$ cat src/hdl/awa_pkg.sv
// ----------------------------------------------------------------------------
// awa_pkg
// Shared types, widths and constants of the ADC window average block.
// ----------------------------------------------------------------------------
`default_nettype none

package awa_pkg;

    localparam int RING_DEPTH_DEF = 64;

    localparam int SAMPLE_W = 12;
    localparam int WORD_W   = 16;
    localparam int CNT_W    = 7;
    localparam int ERR_W    = 16;
    // largest sum: 127 samples of 4095 plus the rounding term
    localparam int SUM_W    = SAMPLE_W + CNT_W;
    localparam int STEP_W   = $clog2(SUM_W);

    localparam int ERR_BIT  = 15;

    typedef struct packed {
        logic                action;
        logic [WORD_W-1:0]   sample_word;
        logic [CNT_W-1:0]    window_count;
    } t_adc_in;

    typedef struct packed {
        logic [SAMPLE_W-1:0] average;
        logic [ERR_W-1:0]    error_count;
    } t_adc_out;

    typedef enum logic {
        ACT_PUSH  = 1'b0,
        ACT_QUERY = 1'b1
    } t_action;

    typedef enum logic [2:0] {
        ST_CLEAR,
        ST_IDLE,
        ST_SUM,
        ST_DIV,
        ST_DONE
    } t_state;

    typedef struct packed {
        logic             start;
        logic [SUM_W-1:0] dividend;
        logic [CNT_W-1:0] divisor;
    } t_div_req;

    typedef struct packed {
        logic             done;
        logic [SUM_W-1:0] quotient;
    } t_div_rsp;

endpackage

`default_nettype wire

$ cat src/hdl/awa_div.sv
// ----------------------------------------------------------------------------
// awa_div
// Restoring divider, one quotient bit per cycle.
// ----------------------------------------------------------------------------
`default_nettype none

module awa_div (
    input  wire               i_clk,
    input  wire               i_rst_n,
    input  wire awa_pkg::t_div_req i_req,
    output awa_pkg::t_div_rsp o_rsp
);

    localparam int SUM_W  = awa_pkg::SUM_W;
    localparam int CNT_W  = awa_pkg::CNT_W;
    localparam int STEP_W = awa_pkg::STEP_W;

    logic              r_busy;
    logic              r_done;
    logic [STEP_W-1:0] r_step;
    logic [CNT_W-1:0]  r_rem;
    logic [CNT_W-1:0]  r_dvs;
    logic [SUM_W-1:0]  r_quo;

    logic [CNT_W:0]    shifted;
    logic [CNT_W:0]    diff;
    logic              fits;

    assign shifted = {r_rem, r_quo[SUM_W-1]};
    assign diff    = shifted - {1'b0, r_dvs};
    assign fits    = shifted >= {1'b0, r_dvs};

    always_ff @(posedge i_clk) begin
        if (!i_rst_n) begin
            r_busy <= 1'b0;
            r_done <= 1'b0;
            r_step <= '0;
        end else begin
            r_done <= 1'b0;
            if (i_req.start) begin
                r_busy <= 1'b1;
                r_step <= STEP_W'(SUM_W - 1);
            end else if (r_busy) begin
                r_step <= r_step - 1'b1;
                if (r_step == '0) begin
                    r_busy <= 1'b0;
                    r_done <= 1'b1;
                end
            end
        end
    end

    always_ff @(posedge i_clk) begin
        if (i_req.start) begin
            r_rem <= '0;
            r_dvs <= i_req.divisor;
            r_quo <= i_req.dividend;
        end else if (r_busy) begin
            // remainder stays below the divisor, so it fits CNT_W bits
            r_rem <= fits ? diff[CNT_W-1:0] : shifted[CNT_W-1:0];
            r_quo <= {r_quo[SUM_W-2:0], fits};
        end
    end

    assign o_rsp.done     = r_done;
    assign o_rsp.quotient = r_quo;

endmodule

`default_nettype wire

$ cat src/hdl/adc_window_average_top.sv
// ----------------------------------------------------------------------------
// adc_window_average_top
// Ring of recent ADC samples with a rounded moving average on query.
// ----------------------------------------------------------------------------
//  channel  | direction | handshake               | payload
//  ---------+-----------+-------------------------+------------------------
//  in       | input     | i_in_valid / o_in_stall | i_in_data  (t_adc_in)
//  out      | output    | o_out_valid/ i_out_stall| o_out_data (t_adc_out)
//
//  After reset the ring is swept to zero, one entry a cycle, with the input
//  stalled.
//  A push writes its sample into the ring. A query sums the ring over its
//  single read port, runs the serial divider until its done flag, and loads
//  the output register: the input stays stalled while it does so, and the
//  result beat is valid from the cycle the input is ready again.
//  A result waiting on a stalled output holds the next query in its last step.
// ----------------------------------------------------------------------------
`default_nettype none

module adc_window_average_top #(
    parameter int RING_DEPTH = awa_pkg::RING_DEPTH_DEF
) (
    input  wire                i_clk,
    input  wire                i_rst_n,
    input  wire                i_in_valid,
    output logic               o_in_stall,
    input  wire awa_pkg::t_adc_in i_in_data,
    output logic               o_out_valid,
    input  wire                i_out_stall,
    output awa_pkg::t_adc_out  o_out_data
);

    localparam int AW       = $clog2(RING_DEPTH);
    localparam int SAMPLE_W = awa_pkg::SAMPLE_W;
    localparam int CNT_W    = awa_pkg::CNT_W;
    localparam int ERR_W    = awa_pkg::ERR_W;
    localparam int SUM_W    = awa_pkg::SUM_W;
    localparam int DEPTH_W  = $clog2(RING_DEPTH + 1);
    localparam int CMP_W    = (DEPTH_W > CNT_W) ? DEPTH_W : CNT_W;
    localparam logic [AW-1:0] LAST_IDX = AW'(RING_DEPTH - 1);

    awa_pkg::t_state   r_state, n_state;

    logic [SAMPLE_W-1:0] r_ring [RING_DEPTH];
    logic [SAMPLE_W-1:0] r_rd_data;
    logic                r_rd_vld;

    logic [AW-1:0]       r_wr_idx;
    logic [AW-1:0]       r_pos;
    logic [AW-1:0]       pos_dec;
    logic [CNT_W-1:0]    r_cnt;
    logic [CNT_W-1:0]    r_left;
    logic [SUM_W-1:0]    r_sum;
    logic [ERR_W-1:0]    r_err;
    awa_pkg::t_adc_out   r_out;
    logic                r_out_vld;

    logic                in_acc;
    logic                is_push;
    logic                wr_en;
    logic [SAMPLE_W-1:0] wr_data;
    logic                rd_en;
    logic                sum_last;
    logic                out_free;
    logic                out_load;
    logic [CNT_W-1:0]    cnt_clamp;

    awa_pkg::t_div_req   div_req;
    awa_pkg::t_div_rsp   div_rsp;

    assign in_acc   = i_in_valid && (r_state == awa_pkg::ST_IDLE);
    assign is_push  = (i_in_data.action == awa_pkg::ACT_PUSH);
    assign pos_dec  = (r_pos == '0) ? LAST_IDX : r_pos - 1'b1;
    assign sum_last = (r_left == '0) && !r_rd_vld;
    assign out_free = !r_out_vld || !i_out_stall;

    // window of zero reads as one, anything past the ring as the whole ring
    always_comb begin
        if (i_in_data.window_count == '0) begin
            cnt_clamp = CNT_W'(1);
        end else if (CMP_W'(i_in_data.window_count) > CMP_W'(RING_DEPTH)) begin
            cnt_clamp = CNT_W'(RING_DEPTH);
        end else begin
            cnt_clamp = i_in_data.window_count;
        end
    end

    // next state
    always_comb begin
        n_state = r_state;
        unique case (r_state)
            awa_pkg::ST_CLEAR: begin
                if (r_wr_idx == LAST_IDX) n_state = awa_pkg::ST_IDLE;
            end
            awa_pkg::ST_IDLE: begin
                if (in_acc && !is_push) n_state = awa_pkg::ST_SUM;
            end
            awa_pkg::ST_SUM: begin
                if (sum_last) n_state = awa_pkg::ST_DIV;
            end
            awa_pkg::ST_DIV: begin
                if (div_rsp.done) n_state = awa_pkg::ST_DONE;
            end
            awa_pkg::ST_DONE: begin
                if (out_free) n_state = awa_pkg::ST_IDLE;
            end
            default: n_state = awa_pkg::ST_IDLE;
        endcase
    end

    // sequencer outputs
    always_comb begin
        wr_en            = 1'b0;
        wr_data          = '0;
        rd_en            = 1'b0;
        out_load         = 1'b0;
        div_req.start    = 1'b0;
        div_req.dividend = r_sum + SUM_W'(r_cnt >> 1);
        div_req.divisor  = r_cnt;
        unique case (r_state)
            awa_pkg::ST_CLEAR: begin
                wr_en = 1'b1;
            end
            awa_pkg::ST_IDLE: begin
                wr_en   = in_acc && is_push;
                wr_data = i_in_data.sample_word[SAMPLE_W-1:0];
            end
            awa_pkg::ST_SUM: begin
                rd_en         = (r_left != '0);
                div_req.start = sum_last;
            end
            awa_pkg::ST_DIV: begin
            end
            awa_pkg::ST_DONE: begin
                out_load = out_free;
            end
            default: begin
            end
        endcase
    end

    // sample ring, one write and one registered read port
    always_ff @(posedge i_clk) begin
        if (wr_en) r_ring[r_wr_idx] <= wr_data;
        if (rd_en) r_rd_data <= r_ring[pos_dec];
    end

    always_ff @(posedge i_clk) begin
        if (!i_rst_n) begin
            r_state   <= awa_pkg::ST_CLEAR;
            r_wr_idx  <= '0;
            r_err     <= '0;
            r_rd_vld  <= 1'b0;
            r_left    <= '0;
            r_out_vld <= 1'b0;
        end else begin
            r_state  <= n_state;
            r_rd_vld <= rd_en;
            // the clearing sweep wraps the write index back to zero
            if (wr_en) r_wr_idx <= (r_wr_idx == LAST_IDX) ? '0 : r_wr_idx + 1'b1;
            if (in_acc && is_push && i_in_data.sample_word[awa_pkg::ERR_BIT]
                    && (r_err != '1)) begin
                r_err <= r_err + 1'b1;
            end
            if (in_acc && !is_push) begin
                r_left <= cnt_clamp;
            end else if (rd_en) begin
                r_left <= r_left - 1'b1;
            end
            if (out_load) begin
                r_out_vld <= 1'b1;
            end else if (!i_out_stall) begin
                r_out_vld <= 1'b0;
            end
        end
    end

    always_ff @(posedge i_clk) begin
        if (in_acc && !is_push) begin
            r_cnt <= cnt_clamp;
            r_pos <= r_wr_idx;
            r_sum <= '0;
        end else begin
            if (rd_en) r_pos <= pos_dec;
            if (r_rd_vld) r_sum <= r_sum + SUM_W'(r_rd_data);
        end
        if (out_load) begin
            r_out.average     <= div_rsp.quotient[SAMPLE_W-1:0];
            r_out.error_count <= r_err;
        end
    end

    awa_div u_div (
        .i_clk   (i_clk),
        .i_rst_n (i_rst_n),
        .i_req   (div_req),
        .o_rsp   (div_rsp)
    );

    assign o_in_stall  = (r_state != awa_pkg::ST_IDLE);
    assign o_out_valid = r_out_vld;
    assign o_out_data  = r_out;

endmodule

`default_nettype wire
$ cat config.mk
export PLATFORM = sky130hd
export DESIGN_NAME = adc_window_average_top
export DESIGN_NICKNAME = d
export VERILOG_FILES = /design/src/hdl/awa_pkg.sv /design/src/hdl/awa_div.sv /design/src/hdl/adc_window_average_top.sv
export SDC_FILE = /design/constraint.sdc
export NUM_CORES = 1
export LEC_CHECK = 0
export BUFFER_PORTS_ARGS = -buffer_cell sky130_fd_sc_hd__buf_4
export CAP_MARGIN = 20
export CORE_MARGIN = 10
export CORE_UTILIZATION = 37
export DETAILED_ROUTE_END_ITERATION = 7
export HOLD_SLACK_MARGIN = 0.15
export PLACE_DENSITY = 0.51
export REMOVE_ABC_BUFFERS = 1
export SYNTH_ARGS = -nofsm -noshare
export SYNTH_HDL_FRONTEND = slang
export SYNTH_SLANG_ARGS = --single-unit
$ cat constraint.sdc
create_clock -name i_clk -period 4.2 [get_ports i_clk]
set_clock_uncertainty 0.15 [all_clocks]
set_input_delay 0 -clock i_clk [delete_from_list [all_inputs] [get_ports i_clk]]
set_output_delay 0 -clock i_clk [all_outputs]
set_load 0.02 [all_outputs]
-- Word-level counts from Yosys, hierarchy flattened
Memories as Yosys holds them, arrays and structs flattened. A register that Yosys moved wholly into a read port is not among the register bits.
Index checks and enable logic that the tools add are counted.
- register bits after elaboration: 134
- memory bits (writable): 768
- input bits: 28
- logic and storage cells: 98
- memories kept: 1
- $add $sub $neg: 8
- $lt $le $gt $ge: 2
- equality and inequality tests: 13
- multiplexer cells: 32
- bitwise gates (word level): 3
- reductions and logical operators: 21
- memories (name ; words ; width ; rd ports ; clocked after Yosys merged registers in ; wr ports ; RTL line ; source):
    r_ring ; 64 ; 12 ; 1 ; 1 ; 1 ; adc_window_average_top.sv:44 ; logic [SAMPLE_W-1:0] r_ring [RING_DEPTH];
- operators with widths (operator ; count):
    $mux W19 ; 2
    $mux W7 ; 5
    $mux W6 ; 4
    $add A19 B12 Y19 ; 1
    $add A19 B6 Y19 ; 1
    $add A16 B1 Y16 const B ; 1
    $ne A16 B16 Y1 const B ; 1
    $mux W3 ; 5
    $pmux W3 S5 ; 1
    $logic_not A7 Y1 ; 2
    $mux W12 ; 1
    $mux W1 ; 11
    $mux W5 ; 2
    $ge A8 B7 Y1 ; 1
    $gt A7 B7 Y1 const B ; 1
    $reduce_bool A7 Y1 ; 1
    $sub A7 B1 Y7 const B ; 1
    $sub A7 B7 Y7 ; 1
    $add A6 B1 Y6 const B ; 1
    $eq A3 B2 Y1 const B ; 2
    $eq A6 B6 Y1 const B ; 1
    $logic_and A1 B1 Y1 ; 6
    $logic_not A6 Y1 ; 1
    $ne A2 B1 Y1 const B ; 3
    16 further kinds ; 23

-- Depth between registers and ports, before layout
Gate-level depths: netlist (run 1).
- depth in word-level cells: 6
- mapped depth: 13
- gate-level depth less buffers: 12

-- Modules after synthesis
Synthesis (run 1) repeated with hierarchy kept, for this count alone.
- cell total of the unflattened synthesis: 2953
- area, all modules: 39806.9 µm²
- modules (own cells, without submodules) (module ; times used ; cells an instance ; area an instance (µm²) ; seq. area each (µm²)):
    adc_window_average_top ; 1 ; 2771 ; 37673.6 ; 25714.7
    awa_div ; 1 ; 182 ; 2133.3 ; 1061.0

-- Worst setup path after synthesis (run 1)
OpenSTA, ideal clock, no wires.
- path type: register -> register
- from: reg r_pos[0]
- to: reg r_rd_data[2] (read register of r_ring), data pin
- arrival time: 2.597 ns
- required time: 3.789 ns
- slack: 1.193 ns
- cell stages (with the launch flop): 13
- buffers on the path: 3
- period minus slack after synthesis: 3.007 ns
- cells stage by stage: edfxtp_1 -> inv_1 -> ha_1 -> or3b_4 -> a21oi_1 -> o22ai_1 -> nor2b_1 -> buf_4 -> buf_2 -> buf_2 -> a21oi_1 -> o221ai_1 -> a221o_1
- word-level cells in the longest chain between the ends: 2
- elaborated cells on any way between the ends: 3
- those cells by class: 1 x add/sub; 1 x mux; 1 x reduce/logical
- RTL lines (what ; RTL line ; source):
    start, declared ; adc_window_average_top.sv:49 ; logic [AW-1:0] r_pos;
    start signal, assigned ; adc_window_average_top.sv:181 ; r_pos <= r_wr_idx;
    start signal, assigned ; adc_window_average_top.sv:184 ; if (rd_en) r_pos <= pos_dec;
    $sub A6 B1 Y6 or $logic_not A6 Y1 (tied branches) ; adc_window_average_top.sv:73 ; assign pos_dec = (r_pos == '0) ? LAST_IDX : r_pos - 1'b1;
    $mux W6 * ; adc_window_average_top.sv:73 ;
    end, declared ; adc_window_average_top.sv:45 ; logic [SAMPLE_W-1:0] r_rd_data;
Mark *: on every way between the ends. The rest lies on a longest branch, timed or not.
A chain may end at the register's enable or synchronous reset.

-- Final worst setup path (run 1)
- from: reg r_pos[0]
- to: reg r_rd_data[3] (read register of r_ring), data pin
The elaborated chain is that of the path after synthesis.

==> flow_metrics.tcl, run 1 <==
set metrics [dict create \
    result_of_the_run "finished clean" \
    r2r-start "r_pos[0]$_DFFE_PP_" \
    cts.htree.levels 3 \
    timing.max_cap.violations 0 \
    initial_utilization_pct 37.1 \
    powerDensity_nw_per_um2 426 \
    tritoncts "built" \
    clock_path_buffers 3 \
    detailedPlacementHpwl_um 58800 \
    postSynthCellCount 2838 \
    preCtsSetupSlack_ps 84.6 \
    route.antenna.remaining_nets 0 \
    setup_repair_after_global_routing_missed_its_margin "false" \
    cts_root_buffer "clkbuf_16" \
    syn_to_final_growth_pct 17.2 \
    maxSlewHeadroom_pct 24.0 \
    num_rows 117 \
    setup_violation_total_in_the_final_timing_report 0 \
    dr_vias_cell 5.17 \
    synth_warnings 0 \
    grt_antenna_before_repair 0 \
    critical_path_arrival_ps 4150 \
    syn_avg_cell_area_um2 13.3 \
    hp-start "i_rst_n" \
    worst-path-max-fanout 21 \
    design_power_total_mw 18.9 \
    synth.yosys.seq_area_share_pct 70.9 \
    drcViolationCount 0 \
    synthesis.area_um2 37700 \
    ports_placed_on_the_boundary 58 \
    synth-main-ff-cell "edfxtp_1" \
    synth_enable_flop_cells 847 \
    end_of_flow_core_utilization_pct 43.5 \
    critical-path-slowest-cell "or3b_4" \
    max_freq_mhz 257 \
    worstMarginPinSlew_ps 1140 \
    dr_total_vias 23100 \
    yosysUniqueCellTypes 62 \
    finalWorstPathRequiredPeriod_ps 3880 \
    worstSkewPairLatency_ps 660 \
    insertedDiodeCount 0 \
    critPathRequiredTime_ps 4460 \
    fin_crit_sh_pct 92.5 \
    placeableCoreArea_um2 102000 \
    place.port_buffers 54 \
    synth_top_area_share_pct 67.4 \
    fraction_of_layout_instances_using_a_drive_strength_above_1_pct 13.4 \
    totalNegativeSetupSlack_ps 0 \
    tritoncts.num_buffers 98 \
    drt-pass1-iter-count 5 \
    cts.sink_count 914 \
    track_usage_pct 16.1 \
    final_nets 3087 \
    die_outline_width_um 339 \
    power_leakage_nw 15.9 \
    timing.final.max_slew_violations 0 \
    synth_async_sr_flop_share_pct 0 \
    first_pass_grt_wire_length_um 144000 \
    worst_ir_drop_vdd_uv 342 \
    largest_net_degree_at_the_start_of_global_routing 70 \
    wl_um 96400 \
    synth_top_cell_by_area "edfxtp_1" \
    worstSetupStartpointType "register" \
    yosys.cell_count.top_type "edfxtp_1" \
    postSynthRegisterBits 914 \
    violation_count_after_the_first_detailed_routing_iteration 1775 \
    route.detailed.wl_per_inst_um 21.5 \
    setup_ws_ps 316 \
    hold_viol 0 \
    path_cells "inv_1, ha_1, or3b_4, a21oi_1, o22ai_1, buf_4, nor2b_4, buf_4, a32o_1, a221oi_1, o22ai_1, a221o_1" \
    vias_in_the_first_global_route 22900 \
    synth.top_cells.by_area "edfxtp_1, nand2_1, dfxtp_1" \
    holdWs_ps 208 \
    hold_path.class "input port to register" \
    post_synth_most_frequent_cells "edfxtp_1, nand2_1, nor2_1" \
    clk_transition_reported_paths_ps 60 \
    routabilityCongestion 0.799 \
    cp-startpoint "r_pos[0]$_DFFE_PP_" \
    die_area_um2 115000 \
    die-height_um 339 \
    global_route.overflow_total 0 \
    setup_cp_type "register to register" \
    worst_path_largest_cell_delay_ps 490 \
    worst_setup_path_end_kind "register" \
]
-- power by group --
part           leakage (nW)  total, mW  internal [mW]  switching, mW
clock network          1.55       8.50           5.02           3.48
logic                  5.44      0.419          0.189          0.230
registers              8.91       9.94           9.88         0.0595
total                  15.9       18.9           15.1           3.77
-- state kept, by name, summed over array words and instances (netlist names) --
register / cells
r_sum: 19
r_wr_idx: 6
r_state: 3
u_div.r_done: 1
u_div.r_busy: 1
u_div.r_dvs: 7
r_rd_data: 12
r_err: 16
r_rd_vld: 1
u_div.r_rem: 7
r_ring: 768
u_div.r_quo: 19
r_cnt: 7
r_left: 7
o_out_data: 28
r_pos: 6
o_out_valid: 1
u_div.r_step: 5
-- stage by stage --
stage,std cells,cell area [um2]
floorplan,2661,36900
global placement,4255,40700
detailed placement,4256,40700
CTS,4466,44200
global route,4472,44200
finish,4472,44200
-- path summary, 6_finish.rpt --
| path | cells after the start | slack, ps | endpoint |
|---|---|---|---|
| min | 3 | 210 | u_div.r_step[4]$_SDFFE_PN0P_ |
| max reg2reg | 12 | 320 | r_rd_data[3]$_DFFE_PP_ |
| max | 12 | 320 | r_rd_data[3]$_DFFE_PP_ |
| min reg2reg | 0 | 300 | u_div.r_dvs[0]$_DFFE_PP_ |
-- critical path: cells and delay by family (launching register included) --
kind                     cells  cell delay [ps]
flip-flops                   1              400
adder cells (fa/ha/maj)      1              200
buffers and inverters        3              570
AND/OR/NAND/NOR              2              740
AO/OA/AOI/OAI                6             1570
-- cell usage in the layout, fill, tap and decap left out, drive strengths merged, types with 7 or more instances in the layout --
| master | netlist | routed |
|---|---|---|
| or3 | 7 | 7 |
| a31oi | 75 | 75 |
| nand3b | 28 | 28 |
| and2 | 124 | 124 |
| o22ai | 15 | 15 |
| a311oi | 23 | 23 |
| mux2i | 89 | 89 |
| edfxtp | 847 | 847 |
| xor2 | 19 | 19 |
| a221oi | 24 | 24 |
| a32o | 24 | 24 |
| a21boi | 11 | 11 |
| nor3 | 12 | 12 |
| nand2 | 591 | 591 |
| o21ai | 87 | 87 |
| dlygate4sd3 | 0 | 31 |
| inv | 36 | 40 |
| nor2 | 128 | 128 |
| ha | 32 | 32 |
| nor2b | 14 | 14 |
| clkbuf | 103 | 125 |
| clkinv | 1 | 39 |
| bufinv | 0 | 10 |
| o21a | 8 | 9 |
| dfxtp | 67 | 67 |
| nand3 | 82 | 82 |
| a211oi | 100 | 100 |
| xnor2 | 41 | 41 |
| nand2b | 9 | 9 |
| a21oi | 56 | 56 |
| o221ai | 22 | 22 |
| a221o | 11 | 11 |
| buf | 74 | 231 |
| nand4 | 11 | 11 |
-- final cells by class --
cell class	instances	area, um2
Sequential cell	914	26800
Fill cell	9201	57400
Tap cell	1368	1710
Clock buffer	125	2630
Clock inverter	55	548
Timing Repair Buffer	262	2340
Multi-Input combinational cell	1711	10100
Inverter	37	139
-- logic make-up (layout without fill, tap and decap cells) --
group | after synthesis | in the layout | synth area share [%]
AOI/OAI and AO/OA | 483 | 484 | 9.08
xor gates and xnor gates | 60 | 60 | 1.39
adders and majority gates | 35 | 35 | 1.22
muxes | 91 | 91 | 2.48
and+or+nand+nor | 1041 | 1041 | 12.4
DFF | 914 | 914 | 70.9
buffers and inverters | 214 | 479 | 2.48
-- layer usage --
metal,track usage (%),vias up,routed length (um)
met5,0,-,0
met4,5.32,0,2620
met3,2.48,137,5010
met2,25.9,560,45200
met1,22.1,11600,43600
li1,-,10900,-
-- what timing repair did --
action / CTS / global route
setup buffers: 0 / 3
resized for setup: 0 / 1
hold buffers: 30 / 1
setup endpoints to repair: 0 / 2
endpoints found under the hold margin: 505 / 56
Note: power is estimated with default switching activity, not from simulation.
==> run 2: changes to the inputs <==
==> constraint.sdc (replaced) <==
create_clock -name i_clk -period 4.1 [get_ports i_clk]
set_clock_uncertainty 0.15 [all_clocks]
set_input_delay 0 -clock i_clk [delete_from_list [all_inputs] [get_ports i_clk]]
set_output_delay 0 -clock i_clk [all_outputs]
set_load 0.02 [all_outputs]
==> flow_metrics.tcl, run 2 (synthesized netlist as in run 1, its figures left out) <==
set metrics [dict create \
    result_of_the_run "finished clean" \
    finalWorstPathRequiredPeriod_ps 3990 \
    die_area_um2 115000 \
    clk_transition_reported_paths_ps 60 \
    die_outline_width_um 339 \
    grt_antenna_before_repair 1 \
    track_usage_pct 16.6 \
    largest_net_degree_at_the_start_of_global_routing 90 \
    cts_setup_buffers 0 \
    pwr-share-comb_pct 2.3 \
    dr_vias_cell 5.22 \
    power_frac_seq_pct 53.1 \
    power_switching_mw 3.95 \
    drt-pass1-iter-count 5 \
    critical_path_arrival_ps 4260 \
    violation_count_after_the_first_detailed_routing_iteration 2008 \
    worstSkewPairLatency_ps 680 \
    worst-path-max-fanout 21 \
    drcViolationCount 0 \
    place.port_buffers 54 \
    setup_cp_type "register to register" \
    max_freq_mhz 250 \
    timing.max_cap.violations 0 \
    ports_placed_on_the_boundary 58 \
    die-height_um 339 \
    detailed_place.area_um2 40800 \
    powerDensity_nw_per_um2 434 \
    fraction_of_layout_instances_using_a_drive_strength_above_1_pct 13.7 \
    number_of_flip_flops_in_the_largest_register 768 \
    critPathRequiredTime_ps 4370 \
    first_pass_grt_wire_length_um 147000 \
    cts_root_buffer "clkbuf_16" \
    route.antenna.remaining_nets 0 \
    largest-register "r_ring" \
    hold_path.class "input port to register" \
    netSwitchingFraction_pct 20.6 \
    power_leakage_nw 15.9 \
    placeableCoreArea_um2 102000 \
    routabilityCongestion 0.836 \
    detailedPlacementHpwl_um 60700 \
    dr_total_vias 23400 \
    worstSetupStartpointType "register" \
    cts.sink_count 914 \
    initial_utilization_pct 37.1 \
    timing.final.max_slew_violations 0 \
    worst_ir_drop_vdd_uv 322 \
    number_of_fillers_in_the_final_layout 9241 \
    syn_to_final_growth_pct 17.2 \
    global_route.overflow_total 0 \
    fin_crit_sh_pct 97.4 \
    maxSlewHeadroom_pct 30.6 \
    route.detailed.wl_per_inst_um 22.0 \
    vias_in_the_first_global_route 23200 \
    num_rows 117 \
    clock_path_buffers 3 \
    internal-power_mw 15.2 \
    tritoncts "built" \
    end_of_flow_core_utilization_pct 43.6 \
    power_frac_clock_pct 44.6 \
    cts.htree.levels 3 \
    design_area_um2 44300 \
    setup_violation_total_in_the_final_timing_report 0 \
    layout_common_cells "edfxtp_1, nand2_1, buf_4" \
    worstMarginPinSlew_ps 1040 \
    tritoncts.num_buffers 100 \
    mostFrequentLayoutCell "edfxtp_1" \
    wl_um 98500 \
    hold_viol 0 \
    worst_setup_path_end_kind "register" \
    insertedDiodeCount 0 \
    final_nets 3099 \
]
-- run 2: cell count changes in the layout (fill, tap and decap cells not counted), sizes merged --
| cell | before | now |
|---|---|---|
| buf | 231 | 237 |
| clkbuf | 125 | 120 |
| bufinv | 10 | 6 |
| clkinv | 39 | 48 |
| inv | 40 | 41 |
| dlygate4sd3 | 31 | 35 |
| clkinvlp | 3 | 8 |
-- run 2: layer usage --
metal  up-vias  wire, um  global-route usage [%]  part of all wire (%)
met1     11700     44200                    22.6                    45
met2       633     45900                    26.7                    47
met4         0      2950                    5.62                   3.0
met3       159      5400                    2.75                   5.5
met5         -         0                       0                     0
li1      11000         -                       -                     -
-- run 2: worst paths after layout --
check / to / slack, ps / depth (start not counted) / from
setup / recovery: r_rd_data[9]$_DFFE_PP_ / 110 / 12 / r_pos[0]$_DFFE_PP_
hold / removal: r_cnt[2]$_DFFE_PP_ / 220 / 3 / i_in_data[2]
setup reg to reg: r_rd_data[9]$_DFFE_PP_ / 110 / 12 / r_pos[0]$_DFFE_PP_
hold reg to reg: u_div.r_dvs[0]$_DFFE_PP_ / 300 / 0 / r_cnt[0]$_DFFE_PP_
-- run 2: layout make-up --
| class | count | area (um2) | area share, % |
|---|---|---|---|
| Sequential cell | 914 | 26800 | 60.5 |
| Multi-Input combinational cell | 1711 | 10100 | 22.8 |
| Clock buffer | 120 | 2620 | 5.92 |
| Timing Repair Buffer | 272 | 2420 | 5.46 |
| Tap cell | 1368 | 1710 | 3.87 |
| Clock inverter | 66 | 499 | 1.13 |
| Inverter | 37 | 139 | 0.314 |
-- run 2: timing repair --
item | CTS | global route
hold buffers | 35 | 0
resized for setup | 0 | 0
hold endpoints to repair | 518 | 0
setup endpoints to repair | 0 | 3
-- run 2: per-stage QoR --
step                      power (mW)  hold slack [ps]  instances  TNS (ps)  worst slack (ps)
after floorplan                 10.7            -51.1       2661    -79230             -5870
after global placement          10.8              112       4261     -11.6             -11.6
after detailed placement        10.8              115       4265         0               151
after CTS                       19.4              170       4486         0               125
after global routing            19.9              207       4488     -9.76             -7.02
final                           19.2              218       4488         0               107
-- run 2: power groups by stage --
stage,combinational [mW],clock [mW],sequential (mW)
global placement,0.411,0,10.4
detailed placement,0.422,0,10.4
global route,0.501,9.17,10.2
finish,0.447,8.56,10.2
floorplan,0.297,0,10.4
CTS,0.449,8.78,10.2
-- run 2: critical path, cell delays in order (launching register included) --
cell,delay [ps]
edfxtp_1,570
inv_1,110
ha_1,240
or3b_4,320
nor2_1,90
nor2_4,490
buf_12,260
buf_4,190
nand3_1,80
a32o_1,300
a221oi_1,370
o22ai_1,250
a221o_1,310
==> run 3: changes to the inputs <==
--- a/config.mk
+++ b/config.mk
@@ -5,10 +5,12 @@
 export SDC_FILE = /design/constraint.sdc
 export NUM_CORES = 1
 export LEC_CHECK = 0
+export ABC_AREA = 1
 export BUFFER_PORTS_ARGS = -buffer_cell sky130_fd_sc_hd__buf_4
 export CAP_MARGIN = 20
 export CORE_MARGIN = 10
 export CORE_UTILIZATION = 37
+export CTS_BUF_LIST = sky130_fd_sc_hd__clkbuf_4
 export DETAILED_ROUTE_END_ITERATION = 7
 export HOLD_SLACK_MARGIN = 0.15
 export PLACE_DENSITY = 0.51
==> flow_metrics.tcl, run 3 <==
set metrics [dict create \
    hp-start "r_cnt[0]$_DFFE_PP_" \
    critical-path-slowest-cell "dlygate4sd3_1" \
    syn_to_final_growth_pct 15.2 \
    synthesis.area_um2 41500 \
    setup_repair_after_global_routing_missed_its_margin "false" \
    result_of_the_run "finished clean" \
    totalNegativeSetupSlack_ps 0 \
    final_nets 4277 \
    timing.final.max_slew_violations 0 \
    synth_async_sr_flop_share_pct 0 \
    cts.sink_count 914 \
    worstSetupStartpointType "register" \
    fin_crit_sh_pct 86.9 \
    min_path_cells 0 \
    worstMarginPinSlew_ps 992 \
    holdWs_ps 283 \
    max_freq_mhz 281 \
    multi_input_comb_area_um2 11500 \
    synth_enable_flop_cells 847 \
    area.sequential_um2 26800 \
    syn_avg_cell_area_um2 10.6 \
    timing.critical_path.buf_inv 3 \
    synth.yosys.seq_area_share_pct 64.5 \
    yosys.cell_count.top_type "nand3_1" \
    place.port_buffers 54 \
    gr-usage-met1_pct 23.5 \
    r2r-start "r_state[0]$_SDFFE_PN0P_" \
    design_power_total_mw 18.8 \
    cts_resized 0 \
    placeableCoreArea_um2 111000 \
    hold_viol 0 \
    cp-startpoint "r_state[0]$_SDFFE_PN0P_" \
    die-height_um 355 \
    worstSkewPairLatency_ps 1100 \
    worst_path_most_repeated_cell "dlygate4sd3_1" \
    cts.htree.levels 5 \
    wl_um 114000 \
    yosysUniqueCellTypes 46 \
    postSynthCellCount 3916 \
    synth_top_area_share_pct 61.3 \
    tritoncts.num_buffers 277 \
    timing.max_cap.violations 0 \
    detailed_place.area_um2 43900 \
    reg2regPathDepth 13 \
    dr_total_vias 29300 \
    setup_cp_type "register to register" \
    placed_cells_incl_taps 5357 \
    track_usage_pct 17.6 \
    setup_ws_ps 539 \
    dr_vias_cell 4.99 \
    grt_antenna_before_repair 2 \
    power_leakage_nw 19.4 \
    critPathRequiredTime_ps 4980 \
    hold_path.class "register to register" \
    synth_top_cell_by_area "edfxtp_1" \
    r2r_slack_ps 540 \
    design_area_um2 47800 \
    number_of_fillers_in_the_final_layout 10700 \
    gr-usage-met3_pct 3.50 \
    largest-register "r_ring" \
    whs_endpoint "u_div.r_dvs[0]$_DFFE_PP_" \
    initial_utilization_pct 37.4 \
    fraction_of_layout_instances_using_a_drive_strength_above_1_pct 14.6 \
    final_cells 5873 \
    detailedPlacementHpwl_um 63200 \
    path_cells "nand2_2, nor2_4, nand3_2, nor2_2, dlygate4sd3_1, nand2_2, nor2_2, nand4_1, o21ai_0, nand2_1, dlygate4sd3_1, nor2_1, dlygate4sd3_1" \
    ports_placed_on_the_boundary 58 \
    synth.top_cells.by_area "edfxtp_1, nand3_1, nand2_1" \
    finalWorstPathRequiredPeriod_ps 3560 \
    tritoncts "built" \
    setup_violation_total_in_the_final_timing_report 0 \
    largest_net_degree_at_the_start_of_global_routing 164 \
    violation_count_after_the_first_detailed_routing_iteration 2385 \
    drcViolationCount 0 \
    preCtsSetupSlack_ps 1020 \
    rr_endpoint "r_err[14]$_SDFFE_PN0P_" \
    worst-path-max-fanout 6 \
    grt_util_met2_pct 28.3 \
    route.antenna.remaining_nets 0 \
    die_area_um2 126000 \
    maxSlewHeadroom_pct 33.7 \
    postSynthRegisterBits 914 \
    number_of_flip_flops_in_the_largest_register 768 \
    post_synth_most_frequent_cells "nand3_1, edfxtp_1, nand2_1" \
    cts_root_buffer "clkbuf_4" \
    clock_path_buffers 4 \
    grt-busiest-layer "met2" \
    global_route.overflow_total 0 \
    route.detailed.wl_per_inst_um 19.4 \
    critical_path_arrival_ps 4440 \
    worst_ir_drop_vdd_uv 216 \
    vias_in_the_first_global_route 28400 \
    worst_setup_path_end_kind "register" \
    routabilityCongestion 0.847 \
    first_pass_grt_wire_length_um 172000 \
    num_rows 122 \
    die_outline_width_um 355 \
    synth_warnings 0 \
    drt-pass1-iter-count 5 \
    worst_path_largest_cell_delay_ps 600 \
    powerDensity_nw_per_um2 393 \
    clk_transition_reported_paths_ps 60 \
    synth-main-ff-cell "edfxtp_1" \
    end_of_flow_core_utilization_pct 43.1 \
    mostFrequentLayoutCell "nand3_1" \
    layout_common_cells "nand3_1, edfxtp_1, nand2_1" \
    crit_family "buffers and inverters" \
]
-- run 3: cell count changes after synthesis, sizes merged, moves of 33 or more --
cell / previous run / this run
a211oi: 100 / 3
a31oi: 75 / 5
and2: 124 / 0
buf: 74 / 156
clkbuf: 103 / 70
inv: 36 / 574
mux2i: 89 / 0
nand2: 591 / 627
nand3: 82 / 866
nand3b: 28 / 280
xnor2: 41 / 7
-- run 3: worst register-to-register path, stage by stage, from the launching register on --
cell	delay, ps
dfxtp_1	410
nand2_2	100
nor2_4	130
nand3_2	140
nor2_2	110
dlygate4sd3_1	600
nand2_2	140
nor2_2	170
nand4_1	160
o21ai_0	180
nand2_1	60
dlygate4sd3_1	590
nor2_1	70
dlygate4sd3_1	540
-- run 3: per-layer routing --
layer	share of wire [%]	up-vias	routed length, um
met4	2.5	0	2800
li1	-	14200	-
met3	5.5	163	6240
met5	0	-	0
met2	47	774	53300
met1	45	14200	51300
-- run 3: how the worst max path moves through the flow --
stage	slack [ps]	depth (start not counted)	endpoint
2_1_floorplan	-15590	12	r_rd_data[11]$_DFFE_PP_
3_3_place_gp	1030	11	r_rd_data[9]$_DFFE_PP_
3_5_place_dp	1020	11	r_rd_data[9]$_DFFE_PP_
4_1_cts	550	13	r_err[14]$_SDFFE_PN0P_
6_report	540	13	r_err[14]$_SDFFE_PN0P_
5_1_grt	180	13	r_err[14]$_SDFFE_PN0P_
-- run 3: kinds of logic (layout without fill, tap and decap cells) --
kind of cell    Yosys count  after routing  synth area share (%)
simple gates           1978           1978                  23.5
flops                   914            914                  64.5
buf+inv                 800           1268                  8.12
compound gates          163            163                  2.18
fa+ha+maj                35             35                  1.11
xor+xnor                 26             26                 0.549
other cells               0              1                     0
-- run 3: power breakdown --
| group | internal [mW] | switching [mW] | total (mW) |
|---|---|---|---|
| Sequential | 10.1 | 0.0233 | 10.1 |
| Clock | 4.53 | 3.83 | 8.36 |
| Combinational | 0.125 | 0.177 | 0.302 |
-- run 3: layout make-up --
type | instances | area share [%]
clock buffers | 390 | 6.13
diodes | 1 | 0.00524
flip-flops and latches | 914 | 56.0
multi-input cells | 2202 | 24.1
well taps | 1488 | 3.89
repair buffers | 245 | 4.72
inverters | 574 | 4.52
clock inverters | 59 | 0.660
-- run 3: what timing repair did --
item / CTS / global route
buffers inserted: 0 / 0
endpoints found under the hold margin: 1548 / 0
hold buffers: 65 / 0
